--- src/sv/wcb_pkg.sv ---
// ----------------------------------------------------------------------------
// Write-combining buffer package
// Shared sizes, item types and the line start command for the flash
// write-combining buffer.
// ----------------------------------------------------------------------------
package wcb_pkg;

    // Words per flash line and the widths that follow from it.
    localparam int LINE_WORDS = 8;
    localparam int SLOT_W     = $clog2(LINE_WORDS);
    localparam int CNT_W      = $clog2(LINE_WORDS + 1);
    localparam int RAM_AW     = SLOT_W + 1;
    localparam int RAM_DEPTH  = 2 ** RAM_AW;
    localparam int WORD_W     = 32;

    // Word written into slots of a line that were never filled.
    localparam logic [WORD_W-1:0] PAD_WORD = {WORD_W{1'b1}};

    // Item modes.
    localparam logic MODE_WRITE = 1'b0;
    localparam logic MODE_FLUSH = 1'b1;

    // Input item.
    typedef struct packed {
        logic              mode;
        logic [WORD_W-1:0] byte_address;
        logic [WORD_W-1:0] data_word;
    } t_in_item;

    // Result item, one per word of an emitted line.
    typedef struct packed {
        logic [WORD_W-1:0] line_address;
        logic [2:0]        slot_index;
        logic [WORD_W-1:0] line_word;
        logic              last_of_line;
    } t_out_item;

    // Command from the fill control to the drain sequencer.
    typedef struct packed {
        logic              valid;
        logic              bank;
        logic [WORD_W-1:0] base;
        logic [CNT_W-1:0]  fill;
    } t_drain_cmd;

endpackage

--- src/sv/wcb_line_ram.sv ---
// ----------------------------------------------------------------------------
// Line word memory
// Two banks of line words: one bank fills while the other drains. One write
// port and one read port with registered read data and a read enable.
// ----------------------------------------------------------------------------
module wcb_line_ram (
    input  logic                      i_clk,
    input  logic                      i_we,
    input  logic [wcb_pkg::RAM_AW-1:0] i_waddr,
    input  logic [wcb_pkg::WORD_W-1:0] i_wdata,
    input  logic                      i_re,
    input  logic [wcb_pkg::RAM_AW-1:0] i_raddr,
    output logic [wcb_pkg::WORD_W-1:0] o_rdata
);

    logic [wcb_pkg::WORD_W-1:0] r_mem [wcb_pkg::RAM_DEPTH];
    logic [wcb_pkg::WORD_W-1:0] r_rdata;

    // Write port.
    always_ff @(posedge i_clk) begin
        if (i_we) begin
            r_mem[i_waddr] <= i_wdata;
        end
    end

    // Read port; data holds while the read enable is low.
    always_ff @(posedge i_clk) begin
        if (i_re) begin
            r_rdata <= r_mem[i_raddr];
        end
    end

    assign o_rdata = r_rdata;

endmodule

--- src/sv/wcb_fill_ctrl.sv ---
// ----------------------------------------------------------------------------
// Fill control
// Accepts items, writes data words into the filling bank, tracks the line
// base and fill count, and hands finished lines to the drain sequencer.
// ----------------------------------------------------------------------------
module wcb_fill_ctrl (
    input  logic                       i_clk,
    input  logic                       i_rst_n,
    input  logic                       i_valid,
    input  wcb_pkg::t_in_item          i_item,
    output logic                       o_stall,
    input  logic                       i_drain_free,
    output wcb_pkg::t_drain_cmd        o_cmd,
    output logic                       o_we,
    output logic [wcb_pkg::RAM_AW-1:0] o_waddr,
    output logic [wcb_pkg::WORD_W-1:0] o_wdata
);

    logic [wcb_pkg::CNT_W-1:0]  r_fill;
    logic [wcb_pkg::CNT_W-1:0]  n_fill;
    logic                       r_bank;
    logic                       n_bank;
    logic [wcb_pkg::WORD_W-1:0] r_base;
    logic [wcb_pkg::WORD_W-1:0] n_base;

    logic                       is_flush;
    logic                       held;
    logic [wcb_pkg::WORD_W-1:0] exp_addr;
    logic                       brk;
    logic                       full;
    logic                       start_req;
    logic                       acc;

    // Decode the item against the held line.
    always_comb begin
        is_flush  = (i_item.mode == wcb_pkg::MODE_FLUSH);
        held      = (r_fill != '0);
        exp_addr  = r_base + (wcb_pkg::WORD_W'(r_fill) << 2);
        brk       = !is_flush && held && (i_item.byte_address != exp_addr);
        full      = !is_flush && !brk &&
                    (r_fill == wcb_pkg::CNT_W'(wcb_pkg::LINE_WORDS - 1));
        start_req = (is_flush && held) || brk || full;
    end

    // An item that emits a line waits until the drain sequencer can take it.
    assign o_stall = i_valid && start_req && !i_drain_free;
    assign acc     = i_valid && !o_stall;

    // Line start command.
    always_comb begin
        o_cmd.valid = acc && start_req;
        o_cmd.bank  = r_bank;
        o_cmd.base  = r_base;
        o_cmd.fill  = full ? wcb_pkg::CNT_W'(wcb_pkg::LINE_WORDS) : r_fill;
    end

    // Word write: a broken sequence starts the new line in the other bank.
    always_comb begin
        o_we    = acc && !is_flush;
        o_wdata = i_item.data_word;
        if (brk) begin
            o_waddr = {~r_bank, {wcb_pkg::SLOT_W{1'b0}}};
        end else begin
            o_waddr = {r_bank, r_fill[wcb_pkg::SLOT_W-1:0]};
        end
    end

    // Next fill state.
    always_comb begin
        n_fill = r_fill;
        n_bank = r_bank;
        n_base = r_base;
        if (acc) begin
            if (is_flush) begin
                if (held) begin
                    n_fill = '0;
                    n_bank = ~r_bank;
                end
            end else if (brk) begin
                n_bank = ~r_bank;
                n_base = i_item.byte_address;
                n_fill = wcb_pkg::CNT_W'(1);
            end else begin
                if (!held) begin
                    n_base = i_item.byte_address;
                end
                if (full) begin
                    n_fill = '0;
                    n_bank = ~r_bank;
                end else begin
                    n_fill = r_fill + wcb_pkg::CNT_W'(1);
                end
            end
        end
    end

    always_ff @(posedge i_clk) begin
        if (!i_rst_n) begin
            r_fill <= '0;
            r_bank <= 1'b0;
            r_base <= '0;
        end else begin
            r_fill <= n_fill;
            r_bank <= n_bank;
            r_base <= n_base;
        end
    end

endmodule

--- src/sv/wcb_drain.sv ---
// ----------------------------------------------------------------------------
// Drain sequencer
// Reads a finished line from its bank one slot per cycle unless stalled, pads
// unfilled slots and presents the words through a stallable output register.
// ----------------------------------------------------------------------------
module wcb_drain (
    input  logic                       i_clk,
    input  logic                       i_rst_n,
    input  wcb_pkg::t_drain_cmd        i_cmd,
    output logic                       o_drain_free,
    output logic                       o_re,
    output logic [wcb_pkg::RAM_AW-1:0] o_raddr,
    input  logic [wcb_pkg::WORD_W-1:0] i_rdata,
    output logic                       o_valid,
    input  logic                       i_stall,
    output wcb_pkg::t_out_item         o_item
);

    // Sequencer registers.
    logic                       r_busy;
    logic                       r_bank;
    logic [wcb_pkg::SLOT_W-1:0] r_slot;
    logic [wcb_pkg::CNT_W-1:0]  r_fill;
    logic [wcb_pkg::WORD_W-1:0] r_base;

    // Read data stage.
    logic                       r_q_valid;
    logic [wcb_pkg::WORD_W-1:0] r_q_base;
    logic [wcb_pkg::SLOT_W-1:0] r_q_slot;
    logic                       r_q_pad;
    logic                       r_q_last;

    // Output register.
    logic                       r_out_valid;
    wcb_pkg::t_out_item         r_out_item;

    logic adv_out;
    logic adv_q;
    logic issue;
    logic last_slot;

    // Pipeline advance from the output backwards.
    assign adv_out   = !r_out_valid || !i_stall;
    assign adv_q     = !r_q_valid || adv_out;
    assign issue     = r_busy && adv_q;
    assign last_slot = (r_slot == wcb_pkg::SLOT_W'(wcb_pkg::LINE_WORDS - 1));

    assign o_drain_free = !r_busy || (adv_q && last_slot);
    assign o_re         = adv_q;
    assign o_raddr      = {r_bank, r_slot};

    // Slot sequencer.
    always_ff @(posedge i_clk) begin
        if (!i_rst_n) begin
            r_busy <= 1'b0;
            r_slot <= '0;
        end else if (i_cmd.valid) begin
            r_busy <= 1'b1;
            r_slot <= '0;
        end else if (issue) begin
            if (last_slot) begin
                r_busy <= 1'b0;
            end
            r_slot <= r_slot + wcb_pkg::SLOT_W'(1);
        end
    end

    // Line descriptor for the line being read.
    always_ff @(posedge i_clk) begin
        if (i_cmd.valid) begin
            r_bank <= i_cmd.bank;
            r_fill <= i_cmd.fill;
            r_base <= i_cmd.base;
        end
    end

    // Read data stage, aligned with the memory's registered output.
    always_ff @(posedge i_clk) begin
        if (!i_rst_n) begin
            r_q_valid <= 1'b0;
        end else if (adv_q) begin
            r_q_valid <= issue;
        end
    end

    always_ff @(posedge i_clk) begin
        if (adv_q) begin
            r_q_base <= r_base;
            r_q_slot <= r_slot;
            r_q_pad  <= (wcb_pkg::CNT_W'(r_slot) >= r_fill);
            r_q_last <= last_slot;
        end
    end

    // Output register.
    always_ff @(posedge i_clk) begin
        if (!i_rst_n) begin
            r_out_valid <= 1'b0;
        end else if (adv_out) begin
            r_out_valid <= r_q_valid;
        end
    end

    always_ff @(posedge i_clk) begin
        if (adv_out && r_q_valid) begin
            r_out_item.line_address <= r_q_base;
            r_out_item.slot_index   <= 3'(r_q_slot);
            r_out_item.line_word    <= r_q_pad ? wcb_pkg::PAD_WORD : i_rdata;
            r_out_item.last_of_line <= r_q_last;
        end
    end

    assign o_valid = r_out_valid;
    assign o_item  = r_out_item;

endmodule

--- src/sv/flash_write_combining_buffer_top.sv ---
// ----------------------------------------------------------------------------
// Flash write-combining buffer
// Gathers 32-bit program words into whole flash lines and emits each line
// word by word, padding unfilled slots with all ones.
// ----------------------------------------------------------------------------
// Usage:
//   Input channel (i_valid, o_stall, i_item): a write item buffers one word;
//   a flush item emits the held line, if any. An item whose address does not
//   follow the last buffered word emits the held line and starts a new one.
//   Output channel (o_valid, i_stall, o_item): each emitted line appears as
//   LINE_WORDS items in slot order, the last one flagged by last_of_line.
//   Throughput: one item per cycle. The line memory has two banks, so one
//   line fills while the previous one drains. An item that would emit a
//   line is held off only while the previous line is still being read from
//   its bank. Each emitted line is read by the slot sequencer, passes the
//   read data stage and the output register, and leaves one word per cycle
//   while the receiver does not stall.
//   When the receiver stalls, the output register holds its item and the
//   memory reads pause behind it; input items that only buffer a word are
//   still taken.
//   Reset (i_rst_n low, synchronous) empties the buffer and the pipeline.
// ----------------------------------------------------------------------------
module flash_write_combining_buffer_top (
    input  logic               i_clk,
    input  logic               i_rst_n,
    input  logic               i_valid,
    output logic               o_stall,
    input  wcb_pkg::t_in_item  i_item,
    output logic               o_valid,
    input  logic               i_stall,
    output wcb_pkg::t_out_item o_item
);

    wcb_pkg::t_drain_cmd        cmd;
    logic                       drain_free;
    logic                       we;
    logic [wcb_pkg::RAM_AW-1:0] waddr;
    logic [wcb_pkg::WORD_W-1:0] wdata;
    logic                       re;
    logic [wcb_pkg::RAM_AW-1:0] raddr;
    logic [wcb_pkg::WORD_W-1:0] rdata;

    // Item intake and line tracking.
    wcb_fill_ctrl u_fill (
        .i_clk        (i_clk),
        .i_rst_n      (i_rst_n),
        .i_valid      (i_valid),
        .i_item       (i_item),
        .o_stall      (o_stall),
        .i_drain_free (drain_free),
        .o_cmd        (cmd),
        .o_we         (we),
        .o_waddr      (waddr),
        .o_wdata      (wdata)
    );

    // Two-bank line memory.
    wcb_line_ram u_ram (
        .i_clk   (i_clk),
        .i_we    (we),
        .i_waddr (waddr),
        .i_wdata (wdata),
        .i_re    (re),
        .i_raddr (raddr),
        .o_rdata (rdata)
    );

    // Line readout.
    wcb_drain u_drain (
        .i_clk        (i_clk),
        .i_rst_n      (i_rst_n),
        .i_cmd        (cmd),
        .o_drain_free (drain_free),
        .o_re         (re),
        .o_raddr      (raddr),
        .i_rdata      (rdata),
        .o_valid      (o_valid),
        .i_stall      (i_stall),
        .o_item       (o_item)
    );

`ifndef SYNTHESIS
    // A line is handed over only when the sequencer can take it.
    a_start_when_free: assert property (@(posedge i_clk) disable iff (!i_rst_n)
        cmd.valid |-> drain_free)
        else $error("line started while the previous line is still being read");

    // An emitted line always holds at least one word and never more than a line.
    a_start_fill: assert property (@(posedge i_clk) disable iff (!i_rst_n)
        cmd.valid |-> (cmd.fill != '0) &&
                      (cmd.fill <= wcb_pkg::CNT_W'(wcb_pkg::LINE_WORDS)))
        else $error("line started with a bad fill count");

    // A line start that also writes into the other bank writes its slot zero.
    a_write_other_bank: assert property (@(posedge i_clk) disable iff (!i_rst_n)
        (cmd.valid && we && (waddr[wcb_pkg::RAM_AW-1] != cmd.bank)) |->
            (waddr[wcb_pkg::SLOT_W-1:0] == '0))
        else $error("new line did not start at slot zero of the other bank");
`endif

endmodule

--- config.mk ---
export PLATFORM = sky130hd
export DESIGN_NAME = flash_write_combining_buffer_top
export DESIGN_NICKNAME = d
export VERILOG_FILES = /design/src/sv/wcb_pkg.sv /design/src/sv/wcb_line_ram.sv /design/src/sv/wcb_fill_ctrl.sv /design/src/sv/wcb_drain.sv /design/src/sv/flash_write_combining_buffer_top.sv
export SDC_FILE = /design/constraint.sdc
export NUM_CORES = 1
export LEC_CHECK = 0
export ABC_AREA = 1
export BUFFER_PORTS_ARGS = -buffer_cell sky130_fd_sc_hd__buf_4
export CAP_MARGIN = 5
export CELL_PAD_IN_SITES_DETAIL_PLACEMENT = 0
export CELL_PAD_IN_SITES_GLOBAL_PLACEMENT = 1
export CORE_MARGIN = 3
export CORE_UTILIZATION = 46
export DETAILED_ROUTE_END_ITERATION = 10
export PLACE_DENSITY_LB_ADDON = 0.05
export SLEW_MARGIN = 15
export SYNTH_ARGS = -nofsm -noshare
export SYNTH_HDL_FRONTEND = slang
export SYNTH_SLANG_ARGS = --single-unit
--- constraint.sdc ---
create_clock -name i_clk -period 5.8 [get_ports i_clk]
set_input_delay 1.74 -clock i_clk [delete_from_list [all_inputs] [get_ports i_clk]]
set_output_delay 1.74 -clock i_clk [all_outputs]
set_load 0.005 [all_outputs]
Word level (Yosys, flattened, before mapping)
Memories as Yosys holds them, arrays and structs flattened. A register that Yosys moved wholly into a read port is not among the register bits.
Index checks and enable logic that the tools add are counted.
{"block": "op_classes", "n_addsub": 3, "order_cmp": 1, "n_eq_ne": 5, "mux": 16, "bitwise": 3, "reduce_logical": 35}
{"cell": "$mux 32", "count": 2}
{"cell": "$add 32x6->32", "count": 1}
{"cell": "$ne 32x32->1", "count": 1}
{"cell": "$mux 4", "count": 5}
{"cell": "$logic_and 1x1->1", "count": 13}
{"cell": "$mux 1", "count": 9}
{"cell": "$logic_not 1->1", "count": 8}
{"cell": "$reduce_and 3->1", "count": 2}
{"cell": "$logic_or 1x1->1", "count": 5}
{"cell": "$add 4x1->4 const B", "count": 1}
{"cell": "$eq 4x3->1 const B", "count": 1}
{"cell": "$ge 3x4->1", "count": 1}
{"cell": "$reduce_and 2->1", "count": 2}
{"cell": "$reduce_bool 2->1", "count": 2}
{"cell": "$reduce_bool 4->1", "count": 1}
{"cell": "$add 3x1->3 const B", "count": 1}
{"cell": "$eq 3x3->1 const B", "count": 1}
{"cell": "$not 1->1", "count": 3}
{"cell": "$reduce_bool 3->1", "count": 1}
{"cell": "$ne 2x1->1 const B", "count": 1}
{"cell": "$ne 2x2->1 const B", "count": 1}
{"cell": "$reduce_or 2->1", "count": 1}
{"block": "word_totals", "reg_bits": 185, "ramBits": 512, "inputBits": 69, "output_inout_bits": 70, "wordCells": 82, "n_memories": 1}
{"memory": "u_ram.r_mem", "depth": 16, "word_bits": 32, "read_ports": 1, "rd_ports_with_merged_regs": 1, "wr": 1, "line": "wcb_line_ram.sv:16", "source": "logic [wcb_pkg::WORD_W-1:0] r_mem [wcb_pkg::RAM_DEPTH];"}

Longest topological paths before layout
{"block": "logic_depth", "word_depth": 14, "mapped_depth": 22, "ltp_nobuf": 22}

Hierarchy
Synthesis repeated with hierarchy kept, for this count alone.
{"block": "hier_totals", "cells_unflattened": 2956, "area_unflattened_um2": 31529.0}
{"mod": "wcb_line_ram", "instances": 1, "cells_each": 2120, "area_per_inst_um2": 23050.9, "seq_area_each_um2": 16335.7}
{"mod": "wcb_drain", "instances": 1, "cells_each": 225, "area_per_inst_um2": 4848.4, "seq_area_each_um2": 4384.2}
{"mod": "wcb_fill_ctrl", "instances": 1, "cells_each": 611, "area_per_inst_um2": 3629.7, "seq_area_each_um2": 740.7}

Least setup slack after synthesis
No wires, ideal clock.
{"block": "synth_path", "kind": "input -> register", "startpoint": "input i_stall", "endpoint": "memory u_ram.r_mem[10][0] (netlist name), enable pin", "setup_ps": 421, "t_arrival_ps": 5397, "t_required_ps": 5379, "setup_slack_ps": -18, "path_stages": 11, "n_path_buf": 0, "path_cell_list": "nand2_1 > nor2_1 > inv_1 > nand2_1 > nand2_1 > nor2_1 > nand3_4 > nand2_2 > nor2_4 > nand2_2 > nor2_1"}
{"block": "synth_between", "elab_chain_cells": 12}
{"element": "start, declared", "line": "flash_write_combining_buffer_top.sv:30", "source": "input logic i_stall,"}
{"element": "$logic_not 1->1", "line": "wcb_drain.sv:43", "source": "assign adv_out = !r_out_valid || !i_stall;"}
{"element": "$logic_or 1x1->1", "line": "wcb_drain.sv:43"}
{"element": "$logic_or 1x1->1", "line": "wcb_drain.sv:44", "source": "assign adv_q = !r_q_valid || adv_out;"}
{"element": "named net re", "line": "flash_write_combining_buffer_top.sv:39", "source": "logic re;"}
{"element": "$logic_and 1x1->1", "line": "wcb_drain.sv:48", "source": "assign o_drain_free = !r_busy || (adv_q && last_slot);"}
{"element": "$logic_or 1x1->1", "line": "wcb_drain.sv:48"}
{"element": "$logic_not 1->1", "line": "wcb_fill_ctrl.sv:46", "source": "assign o_stall = i_valid && start_req && !i_drain_free;"}
{"element": "$logic_and 1x1->1", "line": "wcb_fill_ctrl.sv:46"}
{"element": "$logic_not 1->1", "line": "wcb_fill_ctrl.sv:47", "source": "assign acc = i_valid && !o_stall;"}
{"element": "$logic_and 1x1->1", "line": "wcb_fill_ctrl.sv:47"}
{"element": "$logic_and 1x1->1", "line": "wcb_fill_ctrl.sv:59", "source": "o_we = acc && !is_flush;"}
{"element": "$mux 1", "line": "wcb_line_ram.sv:21", "source": "if (i_we) begin"}
{"element": "$mux 1 (not written as such)", "line": "wcb_line_ram.sv:22", "source": "r_mem[i_waddr] <= i_wdata;"}
{"element": "end, declared", "line": "wcb_line_ram.sv:16"}
The timed path passes the listed nets, and every way through them passes these cells.

Final worst setup path
{"block": "layout_path", "startpoint": "register u_fill.r_fill[0] (netlist name)", "endpoint": "output o_stall"}
{"block": "layout_between", "elab_chain_cells": 9, "elab_cells_between_ends": 14, "cone_classes": "add/sub (1); eq/ne (2); reduce/logical (11)"}
{"element": "start, declared", "line": "wcb_fill_ctrl.sv:19", "source": "logic [wcb_pkg::CNT_W-1:0] r_fill;"}
{"element": "start signal, assigned", "line": "wcb_fill_ctrl.sv:103", "source": "r_fill <= n_fill;"}
{"element": "$add 32x6->32 / $reduce_bool 4->1 (equally long branches)", "line": "wcb_fill_ctrl.sv:38, wcb_fill_ctrl.sv:37"}
{"element": "$ne 32x32->1 / $logic_and 1x1->1 (equally long branches)", "line": "wcb_fill_ctrl.sv:39", "source": "brk = !is_flush && held && (i_item.byte_address != exp_addr);"}
{"element": "$logic_and 1x1->1", "line": "wcb_fill_ctrl.sv:39"}
{"element": "$logic_not 1->1", "line": "wcb_fill_ctrl.sv:40", "source": "full = !is_flush && !brk &&"}
{"element": "$logic_and 1x1->1 (2 in a row)", "line": "wcb_fill_ctrl.sv:40"}
{"element": "$logic_or 1x1->1 *", "line": "wcb_fill_ctrl.sv:42", "source": "start_req = (is_flush && held) || brk || full;"}
{"element": "$logic_and 1x1->1 * (2 in a row)", "line": "wcb_fill_ctrl.sv:46"}
{"element": "end, declared", "line": "flash_write_combining_buffer_top.sv:27", "source": "output logic o_stall,"}
Every way passes the cells marked *; elsewhere a longest branch is shown, timed or not.

==> metrics.yaml <==
clk_pin_slew_worst_paths_ns: 0.06
dieArea_mm2: 0.0656
fin_tns_setup_ns: 0
worst_path_max_delay_cell: "fa_1"
synthFlopType: "edfxtp_1"
area_growth_pct: 16.1
finalHoldViolCount: 0
ios: 139
rows: 91
drt_iter0_markers: 1348
synth_cell_types: 42
drv_cap: 0
multi_input_area_mm2: 0.00672
status: "completed"
core_area_mm2: 0.0618
detail_route.wl_per_cell_um: 23.1
synth_top_area_share_pct: 71.6
crit_type: "register to output port"
crit_chain: "ha_1, fa_1, inv_1, nor2_1, nor2_1, nor2_8, nand3_1, nand2_1, nand2_1, nand3_1, nor2_1, nand2_1, nor2_2, nand2_2, nand2_4, nand3_4, nand3_4, inv_1, buf_4"
crit_path_end_kind: "output port"
drt-vias-per-instance: 5.57
start_util_pct: 46.6
finalWorstPathRequiredPeriod_ns: 5.41
chipWidth_um: 256
cts-root-buf: "clkbuf_16"
antenna_found_initial: 3
critPathArrivalTime_ns: 3.67
dpl.hpwl_um: 37300
synth_edf_count: 686
synthCells: 2040
drive_gt1_share_pct: 16.2
gp_congestion: 0.841
grt_max_degree: 180
cts_hold_buf: 0
cts-buffers-inserted: 78
rsz0062_at_grt: "no"
fill_cells: 5129
drv_slew: 0
fmax_mhz: 185
postRouteAntennaNets: 0
powerDensity_mw_per_mm2: 351
cp_max_fo: 9
cts_resized: 0
synth.avg_cell_area_um2: 14.1
post-cts-setup-buffer-count: 0
clockBufferDepth: 3
hold_path_class: "register to register"
grt_overflow: 0
synth.area.top_cells: "edfxtp_1 (72%), nor2_1 (3.7%), mux2i_1 (3.1%), dfxtp_1 (3.0%), o221ai_1 (2.7%)"
crit_path_start_kind: "register"
crit_required_ns: 4.06
finalNetCount: 2262
finalPower_mw: 11.7
slowest_delay_ns: 0.50
clk-insertion-delay-late_ns: 0.62
post-route-drc-count: 0
port_buffers: 138
seq_area_mm2: 0.0215
sw_frac_of_total_pct: 23.2
seq_area_frac_synth_pct: 74.6
p_leak_nw: 11.2
p_int_mw: 9.02
die_h_um: 256
syn_nets: 2121
clockPowerShare_pct: 39.8
cts_tree: "built"
maxSlewHeadroom_pct: 30.2
track_usage_pct: 21.6
finalClockSkew_ns: 0.0299
combPwrFrac_pct: 8.3
period_share_pct: 93.2
yosys_warnings: 0
tightest_slew_ns: 1.05
async_reset_ff_share_pct: 0
ir_worst_vdd_v: 0.000247
syn_area_mm2: 0.0288
htreeDepth: 3
p_switching_mw: 2.72
cts.sinks: 729
drtPass1Iterations: 5
yosys.area.top_type: "edfxtp_1"
setup_violations: 0
totalWireLength_um: 71200
dr_total_vias: 17161
grt_pass1_wl_um: 107000
seq_power_share_pct: 51.9
ys_seq_elements: 729
grt_pass1_vias: 16965
flip-flops by register name, indices dropped and copies added, names as in the netlist:
name               flops
u_drain.r_busy         1
u_drain.r_fill         4
u_ram.o_rdata         32
u_ram.r_mem          512
u_drain.r_q_valid      1
u_drain.r_bank         1
u_drain.r_slot         3
u_drain.r_q_slot       3
u_fill.r_base         32
u_drain.o_valid        1
u_drain.r_q_last       1
u_fill.r_bank          1
u_drain.r_q_pad        1
u_drain.r_q_base      32
u_drain.o_item        68
u_drain.r_base        32
u_fill.r_fill          4
stage by stage:
step | instances | area, um^2 | hold WS [ns] | setup WS [ns] | util (%)
after floorplan | 2040 | 28800 | 0.400 | 0.222 | -
after global placement | 2938 | 31000 | 0.401 | 0.749 | 50.2
after detailed placement | 2938 | 31000 | 0.405 | 0.730 | 50.2
after CTS | 3079 | 33400 | 0.405 | 0.350 | 54.1
after global routing | 3080 | 33400 | 0.411 | 0.150 | 54.1
final | 3081 | 33400 | 0.401 | 0.393 | 54.1
Yosys cell counts (27+ instances only):
| cell | instances |
|---|---|
| inv_1 | 61 |
| clkbuf_1 | 92 |
| nand2_1 | 193 |
| xor2_1 | 27 |
| or2_2 | 33 |
| o32ai_1 | 38 |
| o221ai_1 | 89 |
| dfxtp_1 | 43 |
| a21oi_1 | 35 |
| o211ai_1 | 38 |
| nor2_1 | 280 |
| nand4_1 | 45 |
| nand3_1 | 69 |
| mux2i_1 | 89 |
| edfxtp_1 | 686 |
| o21ai_0 | 132 |
area by class of cell:
cell class | count | area share, %
antenna | 2 | 0.0150
clock buffer | 99 | 6.23
clock inverter | 42 | 0.917
inverter | 64 | 0.737
multi-input combinational | 1132 | 20.1
sequential | 729 | 64.2
tap | 837 | 3.13
timing repair buffer | 176 | 4.63
cell usage in the layout (no fill, tap or decap), drive strengths merged:
cell type | netlist | layout
edfxtp | 686 | 686
nor2 | 287 | 287
nand2 | 206 | 206
buf | 23 | 176
o21ai | 132 | 132
clkbuf | 92 | 99
mux2i | 89 | 89
o221ai | 89 | 89
nand3 | 73 | 73
inv | 61 | 65
nand4 | 45 | 45
dfxtp | 43 | 43
o32ai | 38 | 38
o211ai | 38 | 38
a21oi | 36 | 36
clkinv | 3 | 36
or2 | 34 | 34
xor2 | 27 | 27
xnor2 | 11 | 11
ha | 11 | 11
nand3b | 4 | 4
nor3 | 3 | 3
bufinv | 0 | 3
and2 | 3 | 3
diode | 0 | 2
clkinvlp | 0 | 2
and3 | 1 | 1
xnor3 | 1 | 1
nor4 | 1 | 1
o22ai | 1 | 1
a21boi | 1 | 1
fa | 1 | 1
per-layer routing:
layer | global-route usage, % | vias to the layer above | wire length [um] | share of wire [%]
met2 | 35.3 | 433 | 34200 | 48
met1 | 30.2 | 8657 | 32000 | 45
met5 | 0 | - | 0 | 0
met3 | 3.21 | 133 | 3270 | 4.6
li1 | - | 7938 | - | -
met4 | 6.53 | 0 | 1720 | 2.4
critical path: cells and delay by family, from the launching register on:
kind          cells  cell delay (ns)
buf+inv           3             0.32
flops             1             0.39
simple gates     14             1.56
fa+ha+maj         2             0.77
worst paths after layout:
| path | startpoint | endpoint | slack (ns) | cells past startpoint |
|---|---|---|---|---|
| setup / recovery | u_fill.r_fill[0] | o_stall | 0.39 | 19 |
| hold / removal | u_drain.r_base[31] | u_drain.r_q_base[31] | 0.40 | 0 |
| setup reg to reg | u_fill.r_fill[0] | u_ram.r_mem[9][11] | 1.05 | 23 |
| hold reg to reg | u_drain.r_base[31] | u_drain.r_q_base[31] | 0.40 | 0 |
power by group through the flow:
stage	clock network [mW]	registers, mW	logic [mW]
floorplan	0	6.17	0.606
global placement	0	6.21	0.976
detailed placement	0	6.21	0.985
CTS	4.79	6.10	0.990
global route	5.01	6.12	1.08
finish	4.67	6.10	0.976
cell families after synthesis:
kind of cell             share of synthesized area [%]
AO/OA/AOI/OAI                                     7.86
XOR/XNOR                                          1.23
adder cells (fa/ha/maj)                          0.548
buffers and inverters                             2.55
flip-flops                                        74.6
multiplexers                                      3.10
AND/OR/NAND/NOR                                   10.1
No activity file was read; power rests on OpenSTA's default activity.
